### src/vld_pkg.sv
// Package for the varint length message deframer.
// Holds widths, constants and the state and result structs; no dependencies.
package vld_pkg;

	localparam int MAX_PREFIX_BYTES = 5;
	localparam int LEN_BITS = 35;
	localparam int DIGIT_BITS = 7;
	localparam int PIDX_W = (MAX_PREFIX_BYTES > 1) ? $clog2(MAX_PREFIX_BYTES) : 1;
	localparam int SHIFT_W = $clog2(DIGIT_BITS * MAX_PREFIX_BYTES);
	localparam int WIDE_W = LEN_BITS + DIGIT_BITS;

	localparam logic [7:0] HS_TERM = 8'h1E;
	localparam logic [PIDX_W-1:0] LAST_PIDX = PIDX_W'(MAX_PREFIX_BYTES - 1);

	typedef logic [LEN_BITS-1:0] len_t;
	typedef logic [PIDX_W-1:0] pidx_t;

	typedef struct packed {
		logic  hs_done;
		pidx_t prefix_idx;
		len_t  len_acc;
		len_t  remaining;
	} vld_state_t;

	typedef struct packed {
		logic [7:0] out_byte;
		logic       is_handshake;
		logic       in_prefix;
		logic       prefix_done;
		len_t       payload_length;
		logic       msg_last;
	} vld_result_t;

endpackage

### src/vld_in_if.sv
// Byte channel into the deframer: valid, ready and one received byte.
// Depends on vld_pkg.
interface vld_in_if import vld_pkg::*; ();
	logic       valid;
	logic       ready;
	logic [7:0] data_byte;

	modport source (output valid, output data_byte, input ready);
	modport sink (input valid, input data_byte, output ready);
endinterface

### src/vld_out_if.sv
// Result channel of the deframer: valid, ready, the byte and its framing flags.
// Depends on vld_pkg for the length type.
interface vld_out_if import vld_pkg::*; ();
	logic       valid;
	logic       ready;
	logic [7:0] out_byte;
	logic       is_handshake;
	logic       in_prefix;
	logic       prefix_done;
	len_t       payload_length;
	logic       msg_last;

	modport source (output valid, output out_byte, output is_handshake, output in_prefix,
		output prefix_done, output payload_length, output msg_last, input ready);
	modport sink (input valid, input out_byte, input is_handshake, input in_prefix,
		input prefix_done, input payload_length, input msg_last, output ready);
endinterface

### src/vld_step.sv
// Per-byte framing logic: next state and result flags for one received byte.
// Depends on vld_pkg.
module vld_step import vld_pkg::*; (
	input  vld_state_t  cur,
	input  logic [7:0]  data_byte,
	output vld_state_t  nxt,
	output vld_result_t res
);

	logic [SHIFT_W-1:0] shift;
	logic [WIDE_W-1:0]  digit_wide;
	len_t               acc_new;
	len_t               rem_dec;
	logic               prefix_end;

	always_comb begin
		shift = SHIFT_W'(cur.prefix_idx) * SHIFT_W'(DIGIT_BITS);
		digit_wide = WIDE_W'(data_byte[6:0]) << shift;
		acc_new = cur.len_acc | digit_wide[LEN_BITS-1:0];
		rem_dec = cur.remaining - len_t'(1);
		prefix_end = !data_byte[7] || (cur.prefix_idx == LAST_PIDX);

		nxt = cur;
		res.out_byte = data_byte;
		res.is_handshake = 1'b0;
		res.in_prefix = 1'b0;
		res.prefix_done = 1'b0;
		res.payload_length = '0;
		res.msg_last = 1'b0;

		if (!cur.hs_done) begin
			res.is_handshake = 1'b1;
			if (data_byte == HS_TERM) begin
				res.msg_last = 1'b1;
				nxt.hs_done = 1'b1;
			end
		end else if (cur.remaining == '0) begin
			res.in_prefix = 1'b1;
			if (prefix_end) begin
				res.prefix_done = 1'b1;
				res.payload_length = acc_new;
				res.msg_last = (acc_new == '0);
				nxt.remaining = acc_new;
				nxt.len_acc = '0;
				nxt.prefix_idx = '0;
			end else begin
				nxt.len_acc = acc_new;
				nxt.prefix_idx = cur.prefix_idx + pidx_t'(1);
			end
		end else begin
			nxt.remaining = rem_dec;
			res.msg_last = (rem_dec == '0);
		end
	end

endmodule

### src/varint_length_message_deframer.sv
// Varint length message deframer.
// Marks handshake, length prefix and message boundaries in a received byte stream.
// Depends on vld_pkg, vld_in_if, vld_out_if and vld_step.
//
// Usage:
//   stream: one received byte per transfer (valid/ready, data_byte).
//   result: one transfer per byte: the byte, is_handshake, in_prefix, prefix_done,
//     payload_length (nonzero only with prefix_done) and msg_last.
//   Bytes up to and including the first 0x1E form the handshake record; after
//   that each message is a 1 to 5 byte little-endian base-128 length prefix
//   followed by that many payload bytes. A zero length ends the message on
//   the last prefix byte.
//   Path: an accepted byte is held in the input register, and its result
//   then in the result register.
//   Throughput: one byte per cycle while result is taken; the framing state
//   updates in the single stage between the two registers.
//   Reset: arst_n clears the framing state, so the next byte opens a handshake;
//   both pipeline stages empty.
//   Stall: while result is not taken, the result register holds, the input
//   register fills, and then stream.ready drops; nothing is lost.
module varint_length_message_deframer import vld_pkg::*; (
	input logic       clk,
	input logic       arst_n,
	vld_in_if.sink    stream,
	vld_out_if.source result
);

	logic        valid_s1;
	logic [7:0]  byte_s1;
	logic        out_valid_q;
	vld_result_t out_q;
	vld_state_t  state_q;
	vld_state_t  state_nxt;
	vld_result_t step_res;
	logic        advance;

	assign advance = !out_valid_q || result.ready;
	assign stream.ready = !valid_s1 || advance;

	vld_step u_step (
		.cur       (state_q),
		.data_byte (byte_s1),
		.nxt       (state_nxt),
		.res       (step_res)
	);

	always_ff @(posedge clk or negedge arst_n) begin
		if (!arst_n) begin
			valid_s1 <= 1'b0;
			out_valid_q <= 1'b0;
			state_q <= '0;
		end else begin
			if (stream.ready) begin
				valid_s1 <= stream.valid;
			end
			if (advance) begin
				out_valid_q <= valid_s1;
				if (valid_s1) begin
					state_q <= state_nxt;
				end
			end
		end
	end

	always_ff @(posedge clk) begin
		if (stream.ready && stream.valid) begin
			byte_s1 <= stream.data_byte;
		end
		if (advance && valid_s1) begin
			out_q <= step_res;
		end
	end

	assign result.valid = out_valid_q;
	assign result.out_byte = out_q.out_byte;
	assign result.is_handshake = out_q.is_handshake;
	assign result.in_prefix = out_q.in_prefix;
	assign result.prefix_done = out_q.prefix_done;
	assign result.payload_length = out_q.payload_length;
	assign result.msg_last = out_q.msg_last;

	a_hs_sticky: assert property (@(posedge clk) disable iff (!arst_n)
		state_q.hs_done |=> state_q.hs_done)
		else $error("handshake flag cleared after completion");

	a_payload_idle_acc: assert property (@(posedge clk) disable iff (!arst_n)
		(state_q.remaining != '0) |-> (state_q.len_acc == '0 && state_q.prefix_idx == '0))
		else $error("prefix accumulator busy during payload");

	a_len_only_done: assert property (@(posedge clk) disable iff (!arst_n)
		(out_valid_q && !out_q.prefix_done) |-> (out_q.payload_length == '0))
		else $error("payload length without prefix end");

	a_flags_exclusive: assert property (@(posedge clk) disable iff (!arst_n)
		out_valid_q |-> !(out_q.is_handshake && out_q.in_prefix))
		else $error("byte marked as handshake and prefix");

	a_no_state_move: assert property (@(posedge clk) disable iff (!arst_n)
		!valid_s1 |=> $stable(state_q))
		else $error("framing state moved without a byte");

endmodule
### src/flat_wrapper.sv
// flat-port wrapper written by rule: the top's interface ports become plain ports
module varint_length_message_deframer_flat import vld_pkg::*;
  (clk, arst_n, stream_valid, stream_data_byte, stream_ready, result_valid, result_out_byte, result_is_handshake, result_in_prefix, result_prefix_done, result_payload_length, result_msg_last, result_ready);
  vld_in_if stream_i ();
  vld_out_if result_i ();
  input logic clk;
  input logic arst_n;
  input wire logic [$bits(stream_i.valid)-1:0] stream_valid;
  input wire logic [$bits(stream_i.data_byte)-1:0] stream_data_byte;
  output wire logic [$bits(stream_i.ready)-1:0] stream_ready;
  output wire logic [$bits(result_i.valid)-1:0] result_valid;
  output wire logic [$bits(result_i.out_byte)-1:0] result_out_byte;
  output wire logic [$bits(result_i.is_handshake)-1:0] result_is_handshake;
  output wire logic [$bits(result_i.in_prefix)-1:0] result_in_prefix;
  output wire logic [$bits(result_i.prefix_done)-1:0] result_prefix_done;
  output wire logic [$bits(result_i.payload_length)-1:0] result_payload_length;
  output wire logic [$bits(result_i.msg_last)-1:0] result_msg_last;
  input wire logic [$bits(result_i.ready)-1:0] result_ready;
  assign stream_i.valid = stream_valid;
  assign stream_i.data_byte = stream_data_byte;
  assign stream_ready = stream_i.ready;
  assign result_valid = result_i.valid;
  assign result_out_byte = result_i.out_byte;
  assign result_is_handshake = result_i.is_handshake;
  assign result_in_prefix = result_i.in_prefix;
  assign result_prefix_done = result_i.prefix_done;
  assign result_payload_length = result_i.payload_length;
  assign result_msg_last = result_i.msg_last;
  assign result_i.ready = result_ready;
  varint_length_message_deframer u_core (.clk(clk), .arst_n(arst_n), .stream(stream_i), .result(result_i));
endmodule
### config.mk
export PLATFORM = sky130hd
export DESIGN_NAME = varint_length_message_deframer_flat
export DESIGN_NICKNAME = d
export VERILOG_FILES = /design/src/vld_pkg.sv /design/src/vld_in_if.sv /design/src/vld_out_if.sv /design/src/vld_step.sv /design/src/varint_length_message_deframer.sv /design/src/flat_wrapper.sv
export SDC_FILE = /design/constraint.sdc
export NUM_CORES = 1
export LEC_CHECK = 0
export BUFFER_PORTS_ARGS = -buffer_cell sky130_fd_sc_hd__buf_2
export CORE_MARGIN = 4
export CORE_UTILIZATION = 45
export DETAILED_ROUTE_END_ITERATION = 8
export SETUP_SLACK_MARGIN = 0.4
export SYNTH_ARGS = -nofsm -noshare
export SYNTH_HDL_FRONTEND = slang
export SYNTH_SLANG_ARGS = --single-unit
### constraint.sdc
create_clock -name clk -period 4.2 [get_ports clk]
set_input_delay 0.42 -clock clk [delete_from_list [all_inputs] [get_ports clk]]
set_output_delay 0.42 -clock clk [all_outputs]
set_load 0.03 [all_outputs]
## Yosys cells after proc, flatten, opt, wreduce, memory -nomap -nowiden

Cells that the tools add are included.

- Register bits: 131
- Bits of input ports: 12
- Output and inout bits: 49

- Add/sub/neg operators: 2
- Multiply operators: 1
- Eq/ne operators: 3
- Shifts and indexed selects: 1
- Multiplexer cells: 10
- Bitwise logic cells: 1
- Reductions and logical operators: 16

Operators by type and width:

| operator | number |
|---|---|
| zero test 35 bit | 3 |
| 2-to-1 mux 37 bit | 2 |
| 2-to-1 mux 35 bit | 2 |
| 2-to-1 mux 38 bit | 1 |
| bitwise OR 35 bit | 1 |
| left shift 7 x 6 -> 35 bit | 1 |
| subtractor 35 x 1 -> 35 bit (second input constant) | 1 |
| == test 8 x 5 -> 1 bit (second input constant) | 1 |
| AND reduction 4 bit | 2 |
| multiplier 3 x 3 -> 6 bit (second input constant) | 1 |
| 2-to-1 mux 1 bit | 5 |
| AND reduction 2 bit | 2 |
| adder 3 x 1 -> 3 bit (second input constant) | 1 |
| == test 3 bit (second input constant) | 1 |
| zero test 1 bit | 3 |
| logical OR 1 bit | 3 |
| AND reduction 3 bit | 1 |
| logical AND 1 bit | 2 |
| != test 2 bit (second input constant) | 1 |

## Depth between registers and ports, before layout

Gate-level depths: netlist of run 1.

- Depth after elaboration: 7
- Depth in mapped cells: 11

## Cells and area by module

A second synthesis of run 1 with hierarchy kept.

- Cells, all modules: 719
- Area, all modules: 7641.1 um^2

Modules (own cells, without submodules):

| module | times used | cells an instance | area each (um^2) | sequential area each (um^2) |
|---|---|---|---|---|
| varint_length_message_deframer | 1 | 220 | 4750.8 | 3553.4 |
| vld_step | 1 | 499 | 2890.3 | 0.0 |

## Least setup slack after synthesis of run 1

Ideal clock, no wire load.

- Path type: reg-to-reg
- From: register u_core.out_valid_q, in the netlist u_core.result.valid
- To: register u_core.state_q[22] in the netlist's numbering
- Library setup time: 128 ps
- Arrival: 3088 ps
- Path slack: 984 ps
- Cell stages (with the launch flop): 9
- Period minus slack after synthesis: 3216 ps
- Cells stage by stage: dfrtp_1 -> nand2b_1 -> nand2_1 -> inv_1 -> nand2_1 -> a21oi_1 -> nand3_1 -> nor3_1 -> mux2_1

- Longest elaborated chain between the ends: 3

RTL lines:

| what | line | RTL |
|---|---|---|
| start, declared | varint_length_message_deframer.sv:30 | `logic out_valid_q;` |
| start signal, assigned | varint_length_message_deframer.sv:57 | `out_valid_q <= valid_s1;` |
| zero test 1 bit | varint_length_message_deframer.sv:37 | `assign advance = !out_valid_q \|\| result.ready;` |
| logical OR 1 bit | varint_length_message_deframer.sv:37 |  |
| AND reduction 4 bit (no line) | - |  |
| end signal, assigned | varint_length_message_deframer.sv:59 | `state_q <= state_nxt;` |
| end, declared | varint_length_message_deframer.sv:32 | `vld_state_t state_q;` |

No other way between the ends.
A chain may end at the register's enable or synchronous reset.

## Worst setup path in the final report of run 1

- From: register u_core.state_q[0] in the netlist's numbering
- To: register u_core.state_q[26] in the netlist's numbering

- Longest elaborated chain between the ends: 3
- Elaborated cells between the ends (all ways): 5
- Classes of those cells: add/sub (1); eq/ne (1); mux (1); reduce/logical (2)

RTL lines:

| what |
|---|
| branches (longest 3 deep; another with subtractor 35 x 1 -> 35 bit) |

Several ways; the timed one is not identified.

==> impl_metrics.csv, run 1 <==
group,metric,value,unit
cts,htree_levels,4,
synthesis,syn_avg_cell_area,10.5,sq um
synthesis,yosysUniqueCellTypes,57,
cts,postCtsSetupRepairBufs,0,
finish,final_nets,652,
synthesis,synth-edff-count,55,
route,vias_per_cell,5.79,
finish,fill_cells,1193,
worst_setup_path,slowest_delay,0.57,ns
place,gp_congestion,0.924,
cts,cts_root_buf,"clkbuf_16",
sta,min_period,3.30,ns
floorplan,coreArea,13200,sq um
worst_setup_path,path_cells,"inv_1 > ha_1 > nor4b_1 > nand4_1 > nor4_2 > a21oi_1 > buf_4 > nand3_1 > nor2_1 > mux2_1",
sta,rsz0062_at_grt,"no",
worst_setup_path,critPathRequiredTime,4.50,ns
global_routing,grt_pass1_vias,4513,
power_and_ir_drop,vdd_drop_max,243,uV
global_routing,grt_pass1_wl,25000,um
synthesis,syn_inst,580,
synthesis,yosysSeqAreaShare,0.585,
place,portBuffers,60,
sta,worst_pin_slew,1.00,ns
floorplan,dieArea,15400,sq um
sta,max_slew_margin,0.331,
sta,timing.final.crit_share,0.785,
synthesis,yosys.area_share.simple,0.198,
synthesis,synthFlopType,"dfrtp_1",
sta,setup_viol,0,
worst_setup_path,cp_slowest_cell,"nor4_2",
route,first_iter_violations,475,
floorplan,die-width,124,um
worst_setup_path,arrival,3.59,ns
global_routing,gr-usage-met3,0.0540,
global_routing,overflow,0,
cts,cts_buffer_depth,2,
global_routing,grt_max_degree,77,
global_routing,grt_use_met1,0.304,
route,wl_per_cell,19.0,um
route,routed_wl,15700,um
synthesis,muxShareOfSynthArea,0.0276,
finish,seq_area,3550,sq um
hold_path,min_path_type,"in2async",
synthesis,synth_fa_ha_area_frac,0.00824,
cts,cts_tree,"yes",
sta,max_clock_freq,303,MHz
sta,tns,0,ns
synthesis,synth_area,6080,sq um
finish,final_cell_mix,"88 x nor2_1, 77 x a21oi_1, 76 x dfrtp_1",
global_routing,grt_use_met2,0.329,
floorplan,pin_count,61,
power_and_ir_drop,power.total,0.00342,W
synthesis,async_reset_ff_frac,0.580,
synthesis,synth-compound-area-share,0.138,
power_and_ir_drop,power_density,480,nW/um^2
global_routing,antenna_found_initial,0,
cts,cts_made_buffers,17,
cts,path_clk_slew,0.05,ns
floorplan,rows,42,
place,hpwl,11200,um
finish,finish.utilization,0.537,
worst_setup_path,worst_setup_path_end_kind,"flop",
floorplan,die_y,124,um
synthesis,syn_nets,596,
power_and_ir_drop,p_leak,2.91,nW
worst_setup_path,crit_path_max_fanout,19,
cts,clock_latency,0.42,ns
synthesis,synth_top_family_by_area,"simple AND/OR/NAND/NOR gates",
floorplan,start_util,0.459,
finish,final_common_cell,"nor2_1",
run,drv_cap,0,
finish,num_antenna_cells,0,
finish,area_delta_synth_final,17.1,%
cts,holdBufCountCts,0,
synthesis,ys_warn_count,0,
worst_setup_path,crit_type,"reg2reg",
synthesis,synth_seq_cells,131,
worst_setup_path,start_kind,"flop",
finish,final_layout_size_suffix_gt1_frac,0.168,
route,antenna_left,0,
sta,fin_skew,0.00823,ns
cts,clock-sinks,131,
outcome,status,"complete, no violations",
finish,multi_input_area,2360,sq um
route,drtPass1Iterations,5,
sta,maxSlewViolCount,0,
synthesis,synthXorXnorAreaFrac,0.0157,
route,num_vias,4780,
sta,hold_viol,0,
global_routing,busiest_layer,"met2",
route,route.detailed.drc,0,
global_routing,grt_usage,0.217,
[worst paths after layout]
| path | slack, ns | depth (start not counted) | startpoint | endpoint |
|---|---|---|---|---|
| min in group clk | 0.17 | 1 | stream_data_byte[2] | u_core.byte_s1[2] |
| worst min-delay path | 0.17 | 1 | arst_n | u_core.state_q[5] |
| worst max register to register | 0.90 | 10 | u_core.state_q[0] | u_core.state_q[26] |
| worst max-delay path | 0.90 | 10 | u_core.state_q[0] | u_core.state_q[26] |
| max in group asynchronous | 3.41 | 1 | arst_n | u_core.state_q[24] |
| worst min register to register | 0.49 | 0 | u_core.byte_s1[7] | u_core.result.out_byte[7] |
[synth_stat cells (5+ instances only)]
library cell  instances  area, sq um
mux2_1               11          124
buf_2                 8         40.0
nor4_1                8         50.1
clkbuf_1             20         75.1
nand2_1              24         90.1
a22oi_1               7         52.6
nor2b_1              11         68.8
nand4_1              12         75.1
nor2_1               89          334
o21ai_0              14         70.1
a21oi_1              77          385
nand3_1              11         55.1
nor3_1               44          220
edfxtp_1             55         1650
or3_1                 7         43.8
dfrtp_1              76         1900
xnor2_1               5         43.8
inv_1                 9         33.8
o22a_1                9         78.8
[critical path: cells and delay by family, from the launching register on]
family / cells / cell delay, ns
buffers and inverters: 2 / 0.33
muxes: 1 / 0.32
DFF: 1 / 0.45
and+or+nand+nor: 5 / 1.71
adders and majority gates: 1 / 0.22
AOI/OAI and AO/OA: 1 / 0.13
[per-stage QoR]
| stage | std cells | hold slack, ns | worst slack [ns] | cell area (sq um) |
|---|---|---|---|---|
| CTS | 825 | 0.162 | 0.760 | 7110 |
| global route | 825 | 0.160 | 0.589 | 7120 |
| finish | 825 | 0.167 | 0.903 | 7120 |
| detailed placement | 793 | 0.474 | 0.825 | 6540 |
| global placement | 793 | 0.478 | 0.952 | 6540 |
| floorplan | 580 | 0.124 | 0.984 | 6080 |
[routing by layer]
layer,vias to the layer above,routed length [um]
met2,165,7180
li1,2248,-
met1,2339,7100
met3,28,1030
met4,0,363
met5,-,0
[state kept, by name (all words and copies together), names as in the netlist]
register and count:
u_core.result.is_handshake 1, u_core.byte_s1 8, u_core.result.valid 1, u_core.result.payload_length 35, u_core.result.out_byte 8, u_core.result.prefix_done 1
u_core.state_q 74, u_core.valid_s1 1, u_core.result.msg_last 1, u_core.result.in_prefix 1
[where the power goes]
part / leakage, nW / internal (W) / switching [W]
combinational: 1.07 / 0.000149 / 0.000260
clock: 0.281 / 0.000943 / 0.000504
sequential: 1.56 / 0.00144 / 0.000122
[repair_timing]
item                                   CTS  global route
endpoints found under the hold margin    0             0
gates resized for setup                  0             2
setup endpoints to repair                0            14
[area by class of cell]
class,count,share of cell area
flip-flops and latches,131,0.499
multi-input cells,407,0.332
clock buffers,25,0.0654
repair buffers,69,0.0520
well taps,176,0.0309
clock inverters,7,0.0153
inverters,10,0.00528
[logic make-up after synthesis]
logic type      count (synthesis)
simple gates                  240
mux                            15
buf+inv                        42
fa+ha+maj                       4
compound gates                138
flops                         131
xor+xnor                       10
No activity file was read; power rests on OpenSTA's default activity.
==> inputs of run 2 (changes only) <==
==> constraint.sdc (replaced) <==
create_clock -name clk -period 3.09 [get_ports clk]
set_input_delay 0.309 -clock clk [delete_from_list [all_inputs] [get_ports clk]]
set_output_delay 0.309 -clock clk [all_outputs]
set_load 0.03 [all_outputs]
==> impl_metrics.csv, run 2 (synthesis gave the netlist of run 1 again) <==
group,metric,value,unit
worst_setup_path,worst-path-buf-inv,0,
sta,setup_viol,0,
sta,worst_pin_slew,0.904,ns
route,antenna_left,0,
sta,timing.final.crit_share,0.898,
cts,cts_made_buffers,17,
outcome,status,"complete, no violations",
power_and_ir_drop,p_leak,3.08,nW
sta,hold_viol,0,
floorplan,die-width,124,um
route,first_iter_violations,485,
worst_setup_path,rr_startpoint,"u_core.state_q[7]",
route,vias_per_cell,5.78,
place,gp_congestion,0.914,
worst_setup_path,critPathRequiredTime,3.35,ns
power_and_ir_drop,power_density,652,nW/um^2
worst_setup_path,crit_path_frequent_cell,"or3_4",
place,hpwl,11700,um
worst_setup_path,worst_r2r_endpoint,"u_core.result.msg_last",
place,portBuffers,60,
power_and_ir_drop,power.total,0.00491,W
sta,max_slew_margin,0.397,
cts,cts_root_buf,"clkbuf_16",
floorplan,pin_count,61,
finish,area_delta_synth_final,23.9,%
floorplan,start_util,0.459,
finish,num_antenna_cells,0,
finish,largest_register_ffs,74,
route,routed_wl,16400,um
cts,cts_tree,"yes",
finish,top_register,"u_core.state_q",
sta,max_clock_freq,360,MHz
cts,holdBufCountCts,0,
sta,tns,0,ns
run,drv_cap,0,
worst_setup_path,crit_path_max_fanout,4,
sta,rsz0062_at_grt,"yes",
worst_setup_path,crit_type,"reg2reg",
place,placedCellCount,817,
global_routing,overflow,0,
worst_setup_path,cp_slowest_cell,"or4b_4",
cts,clock_latency,0.43,ns
power_and_ir_drop,vdd_drop_max,418,uV
finish,final_cell_mix,"88 x nor2_1, 76 x a21oi_1, 74 x dfrtp_1",
global_routing,grt_pass1_wl,26000,um
route,drtPass1Iterations,5,
worst_setup_path,path_delay_family,"simple AND/OR/NAND/NOR gates",
worst_setup_path,start_kind,"flop",
cts,clock-sinks,131,
floorplan,die_y,124,um
hold_path,min_path_type,"in2async",
finish,final_layout_size_suffix_gt1_frac,0.233,
place,post-place-ws,0.202,ns
sta,maxSlewViolCount,0,
route,wl_per_cell,19.2,um
global_routing,grt_usage,0.227,
floorplan,rows,42,
floorplan,coreArea,13200,sq um
worst_setup_path,r2r_cells,7,
sta,min_period,2.78,ns
finish,fill_cells,1177,
global_routing,grt_pass1_vias,4757,
global_routing,grt_max_degree,50,
route,route.detailed.drc,0,
worst_setup_path,worst_setup_path_end_kind,"flop",
global_routing,antenna_found_initial,0,
cts,cts_buffer_depth,2,
floorplan,dieArea,15400,sq um
worst_setup_path,slowest_delay,0.54,ns
cts,path_clk_slew,0.06,ns
worst_setup_path,path_cells,"or4_4 > or4b_4 > or3_4 > or3_4 > xnor2_2 > nand4_1 > o31ai_2",
worst_setup_path,r2r_slack,0.31,ns
finish,fin_cells,857,
sta,fin_skew,0.00639,ns
finish,final_common_cell,"nor2_1",
sta,finalWorstSetupSlack,0.315,ns
worst_setup_path,arrival,3.04,ns
finish,final_nets,684,
cts,htree_levels,4,
route,num_vias,4951,
[run 2: changes by cell type in the layout (fill, tap and decap cells not counted), sizes merged]
cell      delta
inv          -1
bufinv       +1
clkbuf       -5
buf         +32
clkinv       +3
clkinvlp     +2
[run 2: repair_timing]
item                                    in CTS  in global routing
cloned                                       0                  0
endpoints found under the setup margin      50                103
gates resized for setup                      8                 17
pin swaps                                    4                  8
buffers inserted                             7                  1
hold endpoints to repair                     0                  0
[run 2: worst max-delay path by stage]
stage | start | to | slack [ns] | cells after the start
floorplan | u_core.state_q[7] | u_core.result.msg_last | 0.25 | 8
global placement | u_core.state_q[5] | u_core.result.msg_last | 0.21 | 7
detailed placement | u_core.state_q[5] | u_core.result.msg_last | 0.20 | 7
CTS | u_core.state_q[5] | u_core.result.msg_last | 0.29 | 7
global route | u_core.state_q[7] | u_core.result.msg_last | 0.24 | 7
finish | u_core.state_q[7] | u_core.result.msg_last | 0.31 | 7
[run 2: report_power, final]
part           total [W]  switching (W)  leakage, nW  internal (W)
logic           0.000729       0.000429         1.24      0.000300
registers        0.00209       0.000134         1.55       0.00196
clock network    0.00209       0.000730        0.294       0.00136
total            0.00491        0.00129         3.08       0.00361
[run 2: cell type report]
class                           instances  area [sq um]  area share
Clock buffer                           20           447      0.0594
Sequential cell                       131          3560       0.472
Inverter                               10          41.3     0.00549
Clock inverter                         12           161      0.0214
Tap cell                              176           220      0.0293
Multi-Input combinational cell        407          2460       0.326
Timing Repair Buffer                  101           644      0.0856
[run 2: worst register-to-register path: cells and delay by family (launching register included)]
family	cells	cell delay [ns]
flip-flops	1	0.38
AO/OA/AOI/OAI	1	0.19
XOR/XNOR	1	0.13
AND/OR/NAND/NOR	5	1.92
[run 2: per-stage QoR]
step                      utilization  hold slack (ns)  cell area, sq um
after floorplan                     -           0.0134              6100
after global placement          0.510            0.477              6760
after detailed placement        0.510            0.477              6760
after CTS                       0.562           0.0292              7450
after global routing            0.568           0.0389              7530
final                           0.568          0.00842              7530
[run 2: routing by layer]
layer  global-route usage  routed length (um)  vias to the layer above
li1                     -                   -                     2305
met1                0.314                7300                     2458
met2                0.352                7760                      153
met3               0.0500                 982                       35
met4               0.0862                 405                        0
met5                    0                   0                        -
==> inputs of run 3 (changes only) <==
--- a/config.mk
+++ b/config.mk
@@ -5,11 +5,12 @@
 export SDC_FILE = /design/constraint.sdc
 export NUM_CORES = 1
 export LEC_CHECK = 0
-export BUFFER_PORTS_ARGS = -buffer_cell sky130_fd_sc_hd__buf_2
+export BUFFER_PORTS_ARGS = -buffer_cell sky130_fd_sc_hd__clkbuf_2
 export CORE_MARGIN = 4
 export CORE_UTILIZATION = 45
 export DETAILED_ROUTE_END_ITERATION = 8
 export SETUP_SLACK_MARGIN = 0.4
+export SLEW_MARGIN = 15
 export SYNTH_ARGS = -nofsm -noshare
 export SYNTH_HDL_FRONTEND = slang
 export SYNTH_SLANG_ARGS = --single-unit
==> constraint.sdc (replaced) <==
create_clock -name clk -period 2.8 [get_ports clk]
set_input_delay 0.28 -clock clk [delete_from_list [all_inputs] [get_ports clk]]
set_output_delay 0.28 -clock clk [all_outputs]
set_load 0.03 [all_outputs]
==> impl_metrics.csv, run 3 (synthesis gave the netlist of run 1 again) <==
group,metric,value,unit
sta,finalWorstSetupSlack,-0.0500,ns
cts,cts_made_buffers,17,
worst_setup_path,worst_setup_path_end_kind,"flop",
route,route.detailed.drc,0,
sta,setup_viol,1,
route,routed_wl,18600,um
cts,htree_levels,4,
worst_setup_path,crit_type,"reg2reg",
global_routing,grt_max_degree,77,
power_and_ir_drop,p_comb_frac,0.196,
place,placedCellCount,844,
cts,path_clk_slew,0.06,ns
worst_setup_path,critPathRequiredTime,3.06,ns
power_and_ir_drop,power_density,610,nW/um^2
sta,worst_pin_slew,1.01,ns
finish,largest_register_ffs,74,
sta,maxSlewViolCount,0,
route,first_iter_violations,681,
cts,cts_buffer_depth,2,
route,vias_per_cell,5.85,
power_and_ir_drop,seqPwrFrac,0.428,
route,wl_per_cell,20.4,um
floorplan,pin_count,61,
worst_setup_path,rr_startpoint,"u_core.state_q[9]",
global_routing,grt_pass1_vias,5331,
power_and_ir_drop,switching_share,0.290,
finish,final_common_cell,"dfrtp_1",
floorplan,die_y,124,um
place,gp_congestion,0.913,
finish,finish.utilization,0.667,
power_and_ir_drop,p_int,0.00382,W
cts,cts_root_buf,"clkbuf_16",
hold_path,min_path_type,"in2async",
sta,tns,-0.0500,ns
worst_setup_path,r2r_slack,-0.05,ns
sta,hold_ws,0.0198,ns
place,dpl_cell_area,7000,sq um
place,hpwl,11800,um
power_and_ir_drop,vdd_drop_max,402,uV
worst_setup_path,arrival,3.11,ns
sta,timing.final.crit_share,1.02,
place,portBuffers,60,
worst_setup_path,start_kind,"flop",
worst_setup_path,critPathLaunch,"u_core.state_q[9]",
floorplan,rows,42,
finish,final_layout_size_suffix_gt1_frac,0.442,
floorplan,start_util,0.459,
finish,final_nets,739,
finish,area_delta_synth_final,45.4,%
power_and_ir_drop,p_leak,3.59,nW
finish,fin_cells,913,
floorplan,die-width,124,um
finish,top_register,"u_core.state_q",
global_routing,grt_pass1_wl,29100,um
run,drv_cap,0,
worst_setup_path,crit_path_max_fanout,3,
sta,min_period,2.85,ns
cts,clock_latency,0.43,ns
cts,holdBufCountCts,0,
floorplan,dieArea,15400,sq um
sta,fin_skew,0.00740,ns
power_and_ir_drop,p_switching,0.00156,W
sta,max_clock_freq,351,MHz
finish,final_cell_mix,"76 x dfrtp_1, 67 x buf_4, 59 x nor2_1, 59 x clkbuf_2, 57 x a21oi_1",
global_routing,overflow,0,
global_routing,antenna_found_initial,1,
sta,max_slew_margin,0.330,
sta,hold_viol,0,
route,antenna_left,0,
finish,stdcell_area,8830,sq um
outcome,violations,"setup timing",
outcome,status,"complete, but fails checks",
global_routing,grt_usage,0.253,
cts,clock-sinks,131,
route,drtPass1Iterations,6,
sta,rsz0062_at_grt,"yes",
route,num_vias,5342,
cts,cts_tree,"yes",
floorplan,coreArea,13200,sq um
power_and_ir_drop,p_clk_frac,0.376,
run 3: cell count changes in the layout (fill, tap and decap cells not counted), moves of 29 or more:
cell | previous run | this run
buf_4 | 37 | 67
buf_2 | 60 | 0
nor2_1 | 88 | 59
clkbuf_2 | 0 | 59
nor3_2 | 0 | 29
nor3_1 | 43 | 11
run 3: area by class of cell:
| class | count | area [sq um] |
|---|---|---|
| fill | 999 | 4410 |
| sequential | 131 | 3550 |
| multi-input combinational | 407 | 3180 |
| timing repair buffer | 156 | 1300 |
| clock buffer | 21 | 440 |
| tap | 176 | 220 |
| clock inverter | 11 | 88.8 |
| inverter | 10 | 41.3 |
| antenna | 1 | 2.50 |
run 3: through the flow:
step                total power [W]  setup WS (ns)
floorplan                   0.00279        -0.0366
global placement            0.00311        -0.0285
detailed placement          0.00313         -0.128
CTS                         0.00531        -0.0653
global route                0.00559         -0.116
finish                      0.00539        -0.0500
run 3: power by group through the flow:
| stage | clock network [W] | logic [W] | registers, W |
|---|---|---|---|
| 6_report | 0.00202 | 0.00106 | 0.00231 |
| 5_1_grt | 0.00214 | 0.00113 | 0.00232 |
| 4_1_cts | 0.00205 | 0.000967 | 0.00229 |
| 3_5_place_dp | 0 | 0.000807 | 0.00232 |
| 3_3_place_gp | 0 | 0.000803 | 0.00231 |
| 2_1_floorplan | 0 | 0.000405 | 0.00238 |
run 3: per-layer routing:
layer  part of all wire  track usage  vias up
li1                   -            -     2423
met1               0.41        0.330     2626
met2               0.48        0.396      243
met3              0.076       0.0704       50
met4              0.029        0.112        0
met5                  0            0        -
run 3: critical path: stages (launching register included):
cell	delay (ns)
dfrtp_1	0.38
or4_4	0.53
or4b_4	0.54
or3_4	0.35
or3_4	0.37
xnor2_2	0.14
nand4_1	0.14
o31ai_2	0.22
run 3: path summary, 6_finish.rpt:
check / end / depth (start not counted)
min in group clk: u_core.byte_s1[3] / 1
setup / recovery: u_core.result.msg_last / 7
max in group asynchronous: u_core.state_q[72] / 1
hold reg to reg: u_core.result.valid / 1
setup reg to reg: u_core.result.msg_last / 7
hold / removal: u_core.state_q[9] / 1
run 3: timing repair:
action | in CTS | in global routing
buffers inserted | 25 | 6
gates cloned | 5 | 0
pin swaps | 28 | 19
resized for setup | 162 | 49
endpoints found under the setup margin | 107 | 110
